<file path="config.mk">
export PLATFORM = sky130hd
export DESIGN_NAME = exact_match_route_table_core
export DESIGN_NICKNAME = d
export VERILOG_FILES = /design/src/rtl/emrt_pkg.sv /design/src/rtl/emrt_cell.sv /design/src/rtl/exact_match_route_table_core.sv
export SDC_FILE = /design/constraint.sdc
export NUM_CORES = 1
export LEC_CHECK = 0
export BUFFER_PORTS_ARGS = -buffer_cell sky130_fd_sc_hd__buf_2
export CAP_MARGIN = 5
export CELL_PAD_IN_SITES_DETAIL_PLACEMENT = 2
export CELL_PAD_IN_SITES_GLOBAL_PLACEMENT = 2
export CORE_ASPECT_RATIO = 0.9
export CORE_MARGIN = 3
export CORE_UTILIZATION = 35
export CTS_CLUSTER_DIAMETER = 40
export DETAILED_ROUTE_END_ITERATION = 8
export GPL_ROUTABILITY_DRIVEN = 1
export MAX_ROUTING_LAYER = met4
export PLACE_DENSITY = 0.75
export SLEW_MARGIN = 0
export SYNTH_ARGS = -nofsm -noshare
export SYNTH_HDL_FRONTEND = slang
export SYNTH_SLANG_ARGS = --single-unit
</file>
<file path="constraint.sdc">
create_clock -name clock -period 13.9 [get_ports clock]
set_clock_uncertainty 0.15 [all_clocks]
set_input_delay 2.085 -clock clock [delete_from_list [all_inputs] [get_ports clock]]
set_output_delay 2.085 -clock clock [all_outputs]
set_load 0.01 [all_outputs]
</file>
<file path="src/rtl/emrt_pkg.sv">
// Shared types and constants of the exact-match route table.
// Depends on nothing; used by every module of the block.
`default_nettype none

package emrt_pkg;

   localparam int MAX_ENTRIES = 16;
   localparam int IDX_W       = (MAX_ENTRIES > 1) ? $clog2(MAX_ENTRIES) : 1;
   localparam int CNT_W       = $clog2(MAX_ENTRIES + 1);
   localparam int RES_W       = 5;

   typedef enum logic [1:0] {
      FN_LOOKUP = 2'd0,
      FN_ADD    = 2'd1,
      FN_UPDATE = 2'd2,
      FN_DELETE = 2'd3
   } func_type;

   typedef enum logic [1:0] {
      ST_OK   = 2'd0,
      ST_FULL = 2'd1,
      ST_DUP  = 2'd2,
      ST_MISS = 2'd3
   } status_type;

   typedef struct packed {
      logic [31:0] dest;
      logic [5:0]  prefix;
      logic [31:0] gateway;
      logic [7:0]  iface;
   } entry_type;

   typedef struct packed {
      logic live;
      logic capture;
      logic wr_entry;
      logic wr_route;
      logic shift;
   } cell_ctrl_type;

endpackage

`default_nettype wire

</file>
<file path="src/rtl/emrt_cell.sv">
// One slot of the route table: holds a route, matches the probe key and
// takes its upper neighbour's route on a delete. Depends on emrt_pkg.
`default_nettype none

module emrt_cell (
   input  wire logic                   clock,
   input  wire logic                   reset,
   input  wire emrt_pkg::cell_ctrl_type ctrl,
   input  wire emrt_pkg::entry_type    probe,
   input  wire emrt_pkg::entry_type    wr_data,
   input  wire emrt_pkg::entry_type    next_entry,
   input  wire logic                   hit_in,
   output logic                        hit_out,
   output logic                        first,
   output emrt_pkg::entry_type         entry
);

   logic                match_ff;
   logic                match_in;
   emrt_pkg::entry_type entry_ff;
   emrt_pkg::entry_type entry_in;

   always_comb begin
      match_in = ctrl.live && (entry_ff.dest == probe.dest) &&
                 (entry_ff.prefix == probe.prefix);
      entry_in = entry_ff;
      if (ctrl.wr_entry) begin
         entry_in = wr_data;
      end else if (ctrl.wr_route) begin
         entry_in.gateway = wr_data.gateway;
         entry_in.iface   = wr_data.iface;
      end else if (ctrl.shift) begin
         entry_in = next_entry;
      end
   end

   always_ff @(posedge clock) begin
      if (reset) begin
         match_ff <= 1'b0;
      end else if (ctrl.capture) begin
         match_ff <= match_in;
      end
   end

   always_ff @(posedge clock) begin
      entry_ff <= entry_in;
   end

   assign hit_out = hit_in | match_ff;
   assign first   = match_ff & ~hit_in;
   assign entry   = entry_ff;

endmodule

`default_nettype wire

</file>
<file path="src/rtl/exact_match_route_table_core.sv">
// Exact-match route table: lookup, add, update and delete of routes.
// A request is registered on acceptance as the cell row compares its key;
// S_EXEC then writes or shifts the cells and registers the response, but
// waits while an earlier response is held. Only S_IDLE takes a request.
// Reset clears the entry count, the controller and the response valid;
// slot contents are not cleared. Depends on emrt_pkg and emrt_cell.
`default_nettype none

module exact_match_route_table_core (
   input  wire logic        clock,
   input  wire logic        reset,
   input  wire logic        req_valid,
   output logic             req_ready,
   input  wire logic [1:0]  req_func,
   input  wire logic [31:0] req_dest_addr,
   input  wire logic [5:0]  req_prefix_len,
   input  wire logic [31:0] req_next_hop,
   input  wire logic [7:0]  req_out_iface,
   output logic             rsp_valid,
   input  wire logic        rsp_ready,
   output logic [1:0]       rsp_status,
   output logic [4:0]       rsp_result_value
);

   typedef enum logic {
      S_IDLE,
      S_EXEC
   } state_type;

   state_type                     state_ff, state_in;
   logic [emrt_pkg::CNT_W-1:0]    count_ff, count_in;
   emrt_pkg::func_type            func_ff, func_in;
   emrt_pkg::entry_type           req_ff, req_in;
   logic                          rsp_valid_ff, rsp_valid_in;
   emrt_pkg::status_type          status_ff, status_in;
   logic [emrt_pkg::RES_W-1:0]    value_ff, value_in;

   emrt_pkg::entry_type           probe;
   emrt_pkg::entry_type           cell_entry [emrt_pkg::MAX_ENTRIES];
   emrt_pkg::cell_ctrl_type       cell_ctrl  [emrt_pkg::MAX_ENTRIES];
   logic [emrt_pkg::MAX_ENTRIES:0] hit_chain;
   logic [emrt_pkg::MAX_ENTRIES-1:0] first;
   logic [emrt_pkg::IDX_W-1:0]    pos;
   logic                          accept, go, hit, full;
   logic                          wr_add, wr_upd, do_del;

   assign probe = '{dest: req_dest_addr, prefix: req_prefix_len,
                    gateway: req_next_hop, iface: req_out_iface};

   assign hit_chain[0] = 1'b0;

   for (genvar g = 0; g < emrt_pkg::MAX_ENTRIES; g++) begin : g_cell
      emrt_cell u_cell (
         .clock      (clock),
         .reset      (reset),
         .ctrl       (cell_ctrl[g]),
         .probe      (probe),
         .wr_data    (req_ff),
         .next_entry ((g == emrt_pkg::MAX_ENTRIES - 1) ? cell_entry[g]
                                                         : cell_entry[(g + 1) % emrt_pkg::MAX_ENTRIES]),
         .hit_in     (hit_chain[g]),
         .hit_out    (hit_chain[g+1]),
         .first      (first[g]),
         .entry      (cell_entry[g])
      );
   end

   assign req_ready = (state_ff == S_IDLE);
   assign accept    = req_valid && req_ready;
   assign go        = (state_ff == S_EXEC) && (!rsp_valid_ff || rsp_ready);
   assign hit       = hit_chain[emrt_pkg::MAX_ENTRIES];
   assign full      = (count_ff == emrt_pkg::CNT_W'(emrt_pkg::MAX_ENTRIES));

   always_comb begin
      pos = '0;
      for (int i = 0; i < emrt_pkg::MAX_ENTRIES; i++) begin
         if (first[i]) begin
            pos = pos | emrt_pkg::IDX_W'(i);
         end
      end
   end

   always_comb begin
      state_in     = state_ff;
      count_in     = count_ff;
      func_in      = func_ff;
      req_in       = req_ff;
      rsp_valid_in = rsp_valid_ff && !rsp_ready;
      status_in    = status_ff;
      value_in     = value_ff;
      wr_add       = 1'b0;
      wr_upd       = 1'b0;
      do_del       = 1'b0;
      if (accept) begin
         state_in = S_EXEC;
         func_in  = emrt_pkg::func_type'(req_func);
         req_in   = probe;
      end
      if (go) begin
         state_in     = S_IDLE;
         rsp_valid_in = 1'b1;
         status_in    = emrt_pkg::ST_OK;
         value_in     = '0;
         unique case (func_ff)
            emrt_pkg::FN_LOOKUP: begin
               if (hit) begin
                  value_in = emrt_pkg::RES_W'(pos);
               end else begin
                  status_in = emrt_pkg::ST_MISS;
               end
            end
            emrt_pkg::FN_ADD: begin
               if (full) begin
                  status_in = emrt_pkg::ST_FULL;
               end else if (hit) begin
                  status_in = emrt_pkg::ST_DUP;
               end else begin
                  wr_add   = 1'b1;
                  count_in = count_ff + emrt_pkg::CNT_W'(1);
                  value_in = emrt_pkg::RES_W'(count_ff);
               end
            end
            emrt_pkg::FN_UPDATE: begin
               if (hit) begin
                  wr_upd   = 1'b1;
                  value_in = emrt_pkg::RES_W'(pos);
               end else begin
                  status_in = emrt_pkg::ST_MISS;
               end
            end
            emrt_pkg::FN_DELETE: begin
               if (hit) begin
                  do_del   = 1'b1;
                  count_in = count_ff - emrt_pkg::CNT_W'(1);
                  value_in = emrt_pkg::RES_W'(count_ff - emrt_pkg::CNT_W'(1));
               end else begin
                  status_in = emrt_pkg::ST_MISS;
               end
            end
            default: begin
               status_in = emrt_pkg::ST_MISS;
            end
         endcase
      end
   end

   always_comb begin
      for (int i = 0; i < emrt_pkg::MAX_ENTRIES; i++) begin
         cell_ctrl[i].live     = (emrt_pkg::CNT_W'(i) < count_ff);
         cell_ctrl[i].capture  = accept;
         cell_ctrl[i].wr_entry = wr_add && (emrt_pkg::CNT_W'(i) == count_ff);
         cell_ctrl[i].wr_route = wr_upd && first[i];
         cell_ctrl[i].shift    = do_del && hit_chain[i+1];
      end
   end

   always_ff @(posedge clock) begin
      if (reset) begin
         state_ff     <= S_IDLE;
         count_ff     <= '0;
         rsp_valid_ff <= 1'b0;
      end else begin
         state_ff     <= state_in;
         count_ff     <= count_in;
         rsp_valid_ff <= rsp_valid_in;
      end
      func_ff   <= func_in;
      req_ff    <= req_in;
      status_ff <= status_in;
      value_ff  <= value_in;
   end

   assign rsp_valid        = rsp_valid_ff;
   assign rsp_status       = status_ff;
   assign rsp_result_value = value_ff;

endmodule

`default_nettype wire

</file>
Word level (Yosys, flattened, before mapping)
Index checks and enable logic that the tools add are counted.

Register bits after elaboration: 1318. Input bits: 84. Output and inout bits: 9. Word-level logic and storage cells: 458.

Add/subtract/negate cells: 2. $lt $le $gt $ge: 16. Equality and inequality tests: 69. Multiplexer cells: 100. Bitwise operators: 46. Reductions and logical operators: 137.

Operator list (count): 78-bit 2-to-1 mux (30); 40-bit 2-to-1 mux (17); 38-bit 2-to-1 mux (15); 32-bit == test (16); 6-bit == test (16); 1-bit logical AND (82); 3-bit nonzero test (14); 4-bit by 5-bit == test with 1-bit output, first input constant (8); 4-bit by 5-bit less-than comparator with 1-bit output, first input constant (8); 4-bit 2-to-1 mux (9); 2-bit nonzero test (17); 2-bit by 1-bit inequality test with 1-bit output, second input constant (16); 5-bit 2-to-1 mux (6); 2-bit AND reduction (15); 3-bit by 5-bit == test with 1-bit output, first input constant (4); 3-bit by 5-bit less-than comparator with 1-bit output, first input constant (4); 1-bit inverter (16); 1-bit bitwise AND (15); 1-bit OR (15); 5-bit one-hot mux with 3 select lines (1); 3-bit 2-to-1 mux (4); 1-bit 2-to-1 mux (11); 2-bit by 5-bit == test with 1-bit output, first input constant (2); 1-bit by 5-bit less-than comparator with 1-bit output, first input constant (2); 18 further kinds (27).

Depth between registers and ports, before layout
Depth in word-level cells: 22. Gate-level depth with buffers: 11. Depth with buffers taken out: 7.

Cells and area by module
From an unflattened synthesis, not the netlist that was laid out.

Cells, all modules: 3908. Area, all modules: 64186.6 sq um.

By module, submodules not included: emrt_cell (instances 16, cells an instance 227, area an instance 3773.6 sq um, seq. area each 2362.3 sq um); exact_match_route_table_core (instances 1, cells an instance 276, area an instance 3808.7 sq um, seq. area each 2752.6 sq um).

Worst setup path after synthesis
Ideal clock, no wire load.

Path kind: input to register. Start: input port rsp_ready. End: register g_cell[5].u_cell.entry_ff, in the netlist g_cell[5].u_cell.entry[40] (enable). Setup time: 486 ps. Arrival: 5900 ps. Required time: 13264 ps. Slack: 7364 ps. Cell stages on the path: 5. Buffers on the path: 1. Path through: nor2b_1 -> nor3_1 -> o21ai_0 -> clkbuf_1 -> o21ai_0.

Word-level cells in the longest chain between the ends: 6. Elaborated cells between the ends (all ways): 11.

Ends and longest elaborated chain: start: declaration (line exact_match_route_table_core.sv:20) `input wire logic rsp_ready,`; 1-bit logical OR (*) (line exact_match_route_table_core.sv:70) `assign go = (state_ff == S_EXEC) && (!rsp_valid_ff || rsp_ready);`; 1-bit logical AND (*) (line exact_match_route_table_core.sv:70); 1-bit 2-to-1 mux (line exact_match_route_table_core.sv:99) `if (go) begin`; 1-bit logical AND, on equally long branches (line exact_match_route_table_core.sv:152, exact_match_route_table_core.sv:151, exact_match_route_table_core.sv:153); 2-bit by 1-bit inequality test with 1-bit output (no source line) or 2-bit nonzero test (tied branches); 2-bit AND reduction (no source line) (*); end signal: assignment (line emrt_cell.sv:46) `entry_ff <= entry_in;`; end: declaration (line emrt_cell.sv:20) `emrt_pkg::entry_type entry_ff;`.

Mark *: on every way between the ends. The rest lies on a longest branch, timed or not. A chain may end at the register's enable or synchronous reset.

Worst setup path in the final report
Start: register count_ff[1] in the netlist's numbering. End: register g_cell[0].u_cell.entry_ff, in the netlist g_cell[0].u_cell.entry[44] (enable).

Word-level cells in the longest chain between the ends: 7. Elaborated cells between the ends (all ways): 9.

Ends and longest elaborated chain: start: declaration (line exact_match_route_table_core.sv:31) `logic [emrt_pkg::CNT_W-1:0] count_ff, count_in;`; start signal: assignment (line exact_match_route_table_core.sv:164) `count_ff <= count_in;`; 5-bit == test (line exact_match_route_table_core.sv:72) `assign full = (count_ff == emrt_pkg::CNT_W'(emrt_pkg::MAX_ENTRIES));`; 1-bit 2-to-1 mux (line exact_match_route_table_core.sv:113) `if (full) begin`; 1-bit 2-to-1 mux (line exact_match_route_table_core.sv:104) `unique case (func_ff)`; 1-bit 2-to-1 mux (line exact_match_route_table_core.sv:99); 1-bit logical AND (*) (line exact_match_route_table_core.sv:151) `cell_ctrl[i].wr_entry = wr_add && (emrt_pkg::CNT_W'(i) == count_ff);`; 2-bit by 1-bit inequality test with 1-bit output (no source line) or 2-bit nonzero test (tied branches); 2-bit AND reduction (no source line) (*); end signal: assignment (line emrt_cell.sv:46); end: declaration (line emrt_cell.sv:20).

Marks and branches as above.

==> results list <==
* Result of the run: finished clean
* Overall Global Routing Usage: 29.97%
* PortBufs: 52
- Number of distinct library cells after synthesis: 58
* Net count after synthesis: roughly 3000
- Number of max-slew violations in the final report: 0
* CTS sink count: 678
* Pre-Repair DR Iteration Count: 6
- Count of maximum capacitance violations: 0
* Pin count of the biggest net entering global routing: 41
- At the worst endpoint, the required time is ~14 ns.
- Area taken by flip-flops and latches: 20130 um2
* Routability congestion estimate: 0.9597
* Antenna violations before repair: 6
- Register bit total from synthesis: 678
* Arr. time, crit path: 4.95 ns
* IR drop worst, VDD: 110.6 uV
* Total power draw: 5.579 mW
* Number of buffers added by the clock tree synthesis step: 113
- For this block, the via count after detailed routing is 26160.
- In this run the cell area of the synthesized design comes to around 35000 um2.
- F_max: 209.2 MHz
- Synth Warn #: 0
* Count of hold-fix buffers inserted at cts: 0
- Final setup viols: 0
* Final clock period utilization by the worst path: 34.39%
* Maximum buffer depth of the clock tree: 3
* Critical path endpoint category: register
* Routed WL: 156100 um
- Remaining number of nets flagged by the antenna check after routing: 0
* Initial Util: 35.38%
- The core region is 100300 um2.
- In this run the number of H-tree levels came out at 3.
- The average instance in the mapped netlist occupies 12.26 um2.
- Critical register-to-register path startpoint: count_ff[1]
* Setup crit start kind: register
- Cells with a size suffix above 1 make up 24.54% of the layout.
- The final layout contains slightly above 3000 nets.
* Area Growth Syn to Fin: 16.67%
- Multi-input gate area in the final layout: 14550 um2
- Global routing met3 resource utilization: 7.046%
* Violation count after the first detailed-routing iteration: approximately 3300
- 93 I/O pins were placed.
- Placement Setup Slack: 8.617 ns
* Clock root buffer: clkbuf_16
* Filler cell count in the final layout: 9986
- For the pin with the worst max-slew slack, the measured transition is about 1.3 ns.
* Count of cells resized by post-cts repair: 0
- The worst path meets setup with roughly 9 ns of slack.
- After clock tree synthesis, the clock-pin slew on the worst setup and hold paths is ~0.05 ns.
- Hold wc startpoint: g_cell[0].u_cell.match_ff
* Power density normalized to cell area: 134.7 nW/um2
* Standby leakage power: roughly 14 nW
- Number of flops mapped to enable cells by yosys: 655
- The count of endpoints failing hold in the final timing report was 0.
* Post-synthesis sequential area ratio: a little under three fifths
- Worst hold slack: 0.3641 ns
- Counting every instance in the synthesized netlist gives 2895.
- The die covers between 100000 and 150000 um2.
- Tmin final: between 4 and 5 ns
* Most Used Layer, Global Route: met2
* Fin Setup TNS: 0 ns
* Async set-reset flop share out of synthesis: 0%
* Die span in y: ~310 um
- Final routed DRC violation total: 0
- Via count of the first global-routing pass: ~28000
- Post-CTS setup repair buffer count: 0
- M2 GR Usage: a little under half
* Clock tree from TritonCTS: yes
* Wire length of the first global-routing pass: 216900 um
- After floorplanning, the core was divided into 110 placement rows.
- Crit Path Max Fanout: 39
- Sum of net half-perimeters after detailed placement: 100000 um
- Counting stages on the worst path, the most repeated cell is buf_4.
- Clock latency reported for the late side of the worst-skew pair: 0.71 ns
- The signal on the critical path passes through inv_1, ha_1, nand4bb_1, nand4_1, buf_4, nor3_2, and2_2, o21bai_4, buf_4.
- Critical path class: reg2reg
* Critical Path Max Stage Delay: 0.94 ns
* Cell with the largest stage delay on the worst path: and2_2
* Post-detailed-route via-to-cell ratio: approximately 6
- Area leader, netlist: edfxtp_1
* Met1 Resource Use GR: between 30% and 40%
- Area share of the largest cell type after synthesis: a little under three fifths
- In this run the worst hold path is classified as reg2reg.
* Cell types occupying the most area after synthesis: edfxtp_1 55%, mux2_2 11%, xnor2_1 8.0%
- Summed over all layers, the global routing overflow is 0.
- Horiz. Die Dim: 341.7 um
- Setup repair after global routing left no endpoint under its margin.
- Measured against its own limit, the worst slew margin works out to between 10% and 20%.
- In the synthesized netlist the dominant register cell turns out to be edfxtp_1.
- Detailed-route wire length per cell: 35.60 um
* Worst setup path startpoint: count_ff[1]
[stage by stage]
step / instance area (um2) / cells / util, %
after global placement: 37340 / 4167 / 37.22
after CTS: 41360 / 4381 / 41.22
after floorplan: 35490 / 2895 / -
after global routing: 41410 / 4384 / 41.27
final: 41410 / 4385 / 41.27
after detailed placement: 37340 / 4167 / 37.22
[per-layer routing]
metal / wire length [um] / vias up
met3: 16020 / 373
li1: - / 10390
met1: 62070 / 13870
met4: 6591 / 0
met5: 0 / -
met2: 71430 / 1530
[worst max-delay path: cells and delay by family (launching register included)]
kind                       cells  cell delay (ns)
AOI/OAI and AO/OA              1             0.28
adders and majority gates      1             0.49
DFF                            1             0.76
buffers and inverters          3             1.06
and+or+nand+nor                4             1.62
[kinds of logic after synthesis]
logic type | after synthesis | share of synthesized area (%)
adder cells (fa/ha/maj) | 5 | 0.1763
flip-flops | 678 | 56.71
AO/OA/AOI/OAI | 84 | 1.579
multiplexers | 383 | 12.24
AND/OR/NAND/NOR | 914 | 11.63
XOR/XNOR | 602 | 14.85
buffers and inverters | 229 | 2.806
[power by group]
group	total (mW)	switching [mW]	internal [mW]	leakage [nW]
registers	2.25	0.0226	2.23	6.10
clock network	3.01	1.13	1.88	1.92
logic	0.320	0.240	0.0802	6.28
total	5.58	1.39	4.19	14.3
[layout make-up]
| class | count | area share [%] |
|---|---|---|
| Inverter | 17 | 0.1541 |
| Tap cell | 1344 | 4.061 |
| Clock buffer | 122 | 6.986 |
| Antenna cell | 1 | 0.006043 |
| Multi-Input combinational cell | 1988 | 35.13 |
| Sequential cell | 678 | 48.61 |
| Timing Repair Buffer | 143 | 2.339 |
| Clock inverter | 92 | 2.719 |
[flip-flops by register name (all words and copies together), names as in the netlist]
name,flops
g_cell.u_cell.match_ff,16
count_ff,5
func_ff,2
rsp_status,2
rsp_valid,1
g_cell.u_cell.entry,608
rsp_result_value,5
req_ff,38
state_ff,1
[cell usage after synthesis, drive strengths merged, types with 7 or more instances]
master and number:
nor3 26, nand2 612, inv 17, nand3 16
buf 74, nor2b 7, o21ai 25, xnor2 323
xor2 279, nor2 26, nand4 97, edfxtp 655
a21oi 14, dfxtp 23, or3 7, clkbuf 138
nor4 92, or4 11, mux2 382
[worst paths after layout]
path | cells past startpoint | slack (ns) | to
max | 9 | 9.12 | g_cell[0].u_cell.entry[44]
min | 2 | 0.36 | g_cell[0].u_cell.match_ff
max reg2reg | 9 | 9.12 | g_cell[0].u_cell.entry[44]
min reg2reg | 2 | 0.36 | g_cell[0].u_cell.match_ff
[placed cells by master (no fill, tap or decap), types with 4 or more instances in the layout]
cell type	n
mux2_1	16
clkinv_1	8
or3_1	7
edfxtp_1	655
a21oi_1	14
clkbuf_16	114
nor3_1	23
a2111oi_0	5
mux2_2	357
xnor2_1	323
nand4_1	97
inv_6	13
inv_1	17
nand2_2	5
or4_1	10
nand2_1	607
inv_8	4
clkbuf_1	7
a22o_1	6
clkinv_4	16
nor2_1	25
ha_1	5
o21ai_0	20
bufinv_16	19
mux2_4	9
o31ai_1	4
o21ai_4	4
dfxtp_1	23
buf_2	52
buf_4	88
nor4_1	85
xor2_1	279
nand3_1	16
nor4_2	5
clkinvlp_4	16
nor2b_1	6
clkinv_2	14
Power figures use the tool's default switching activity.
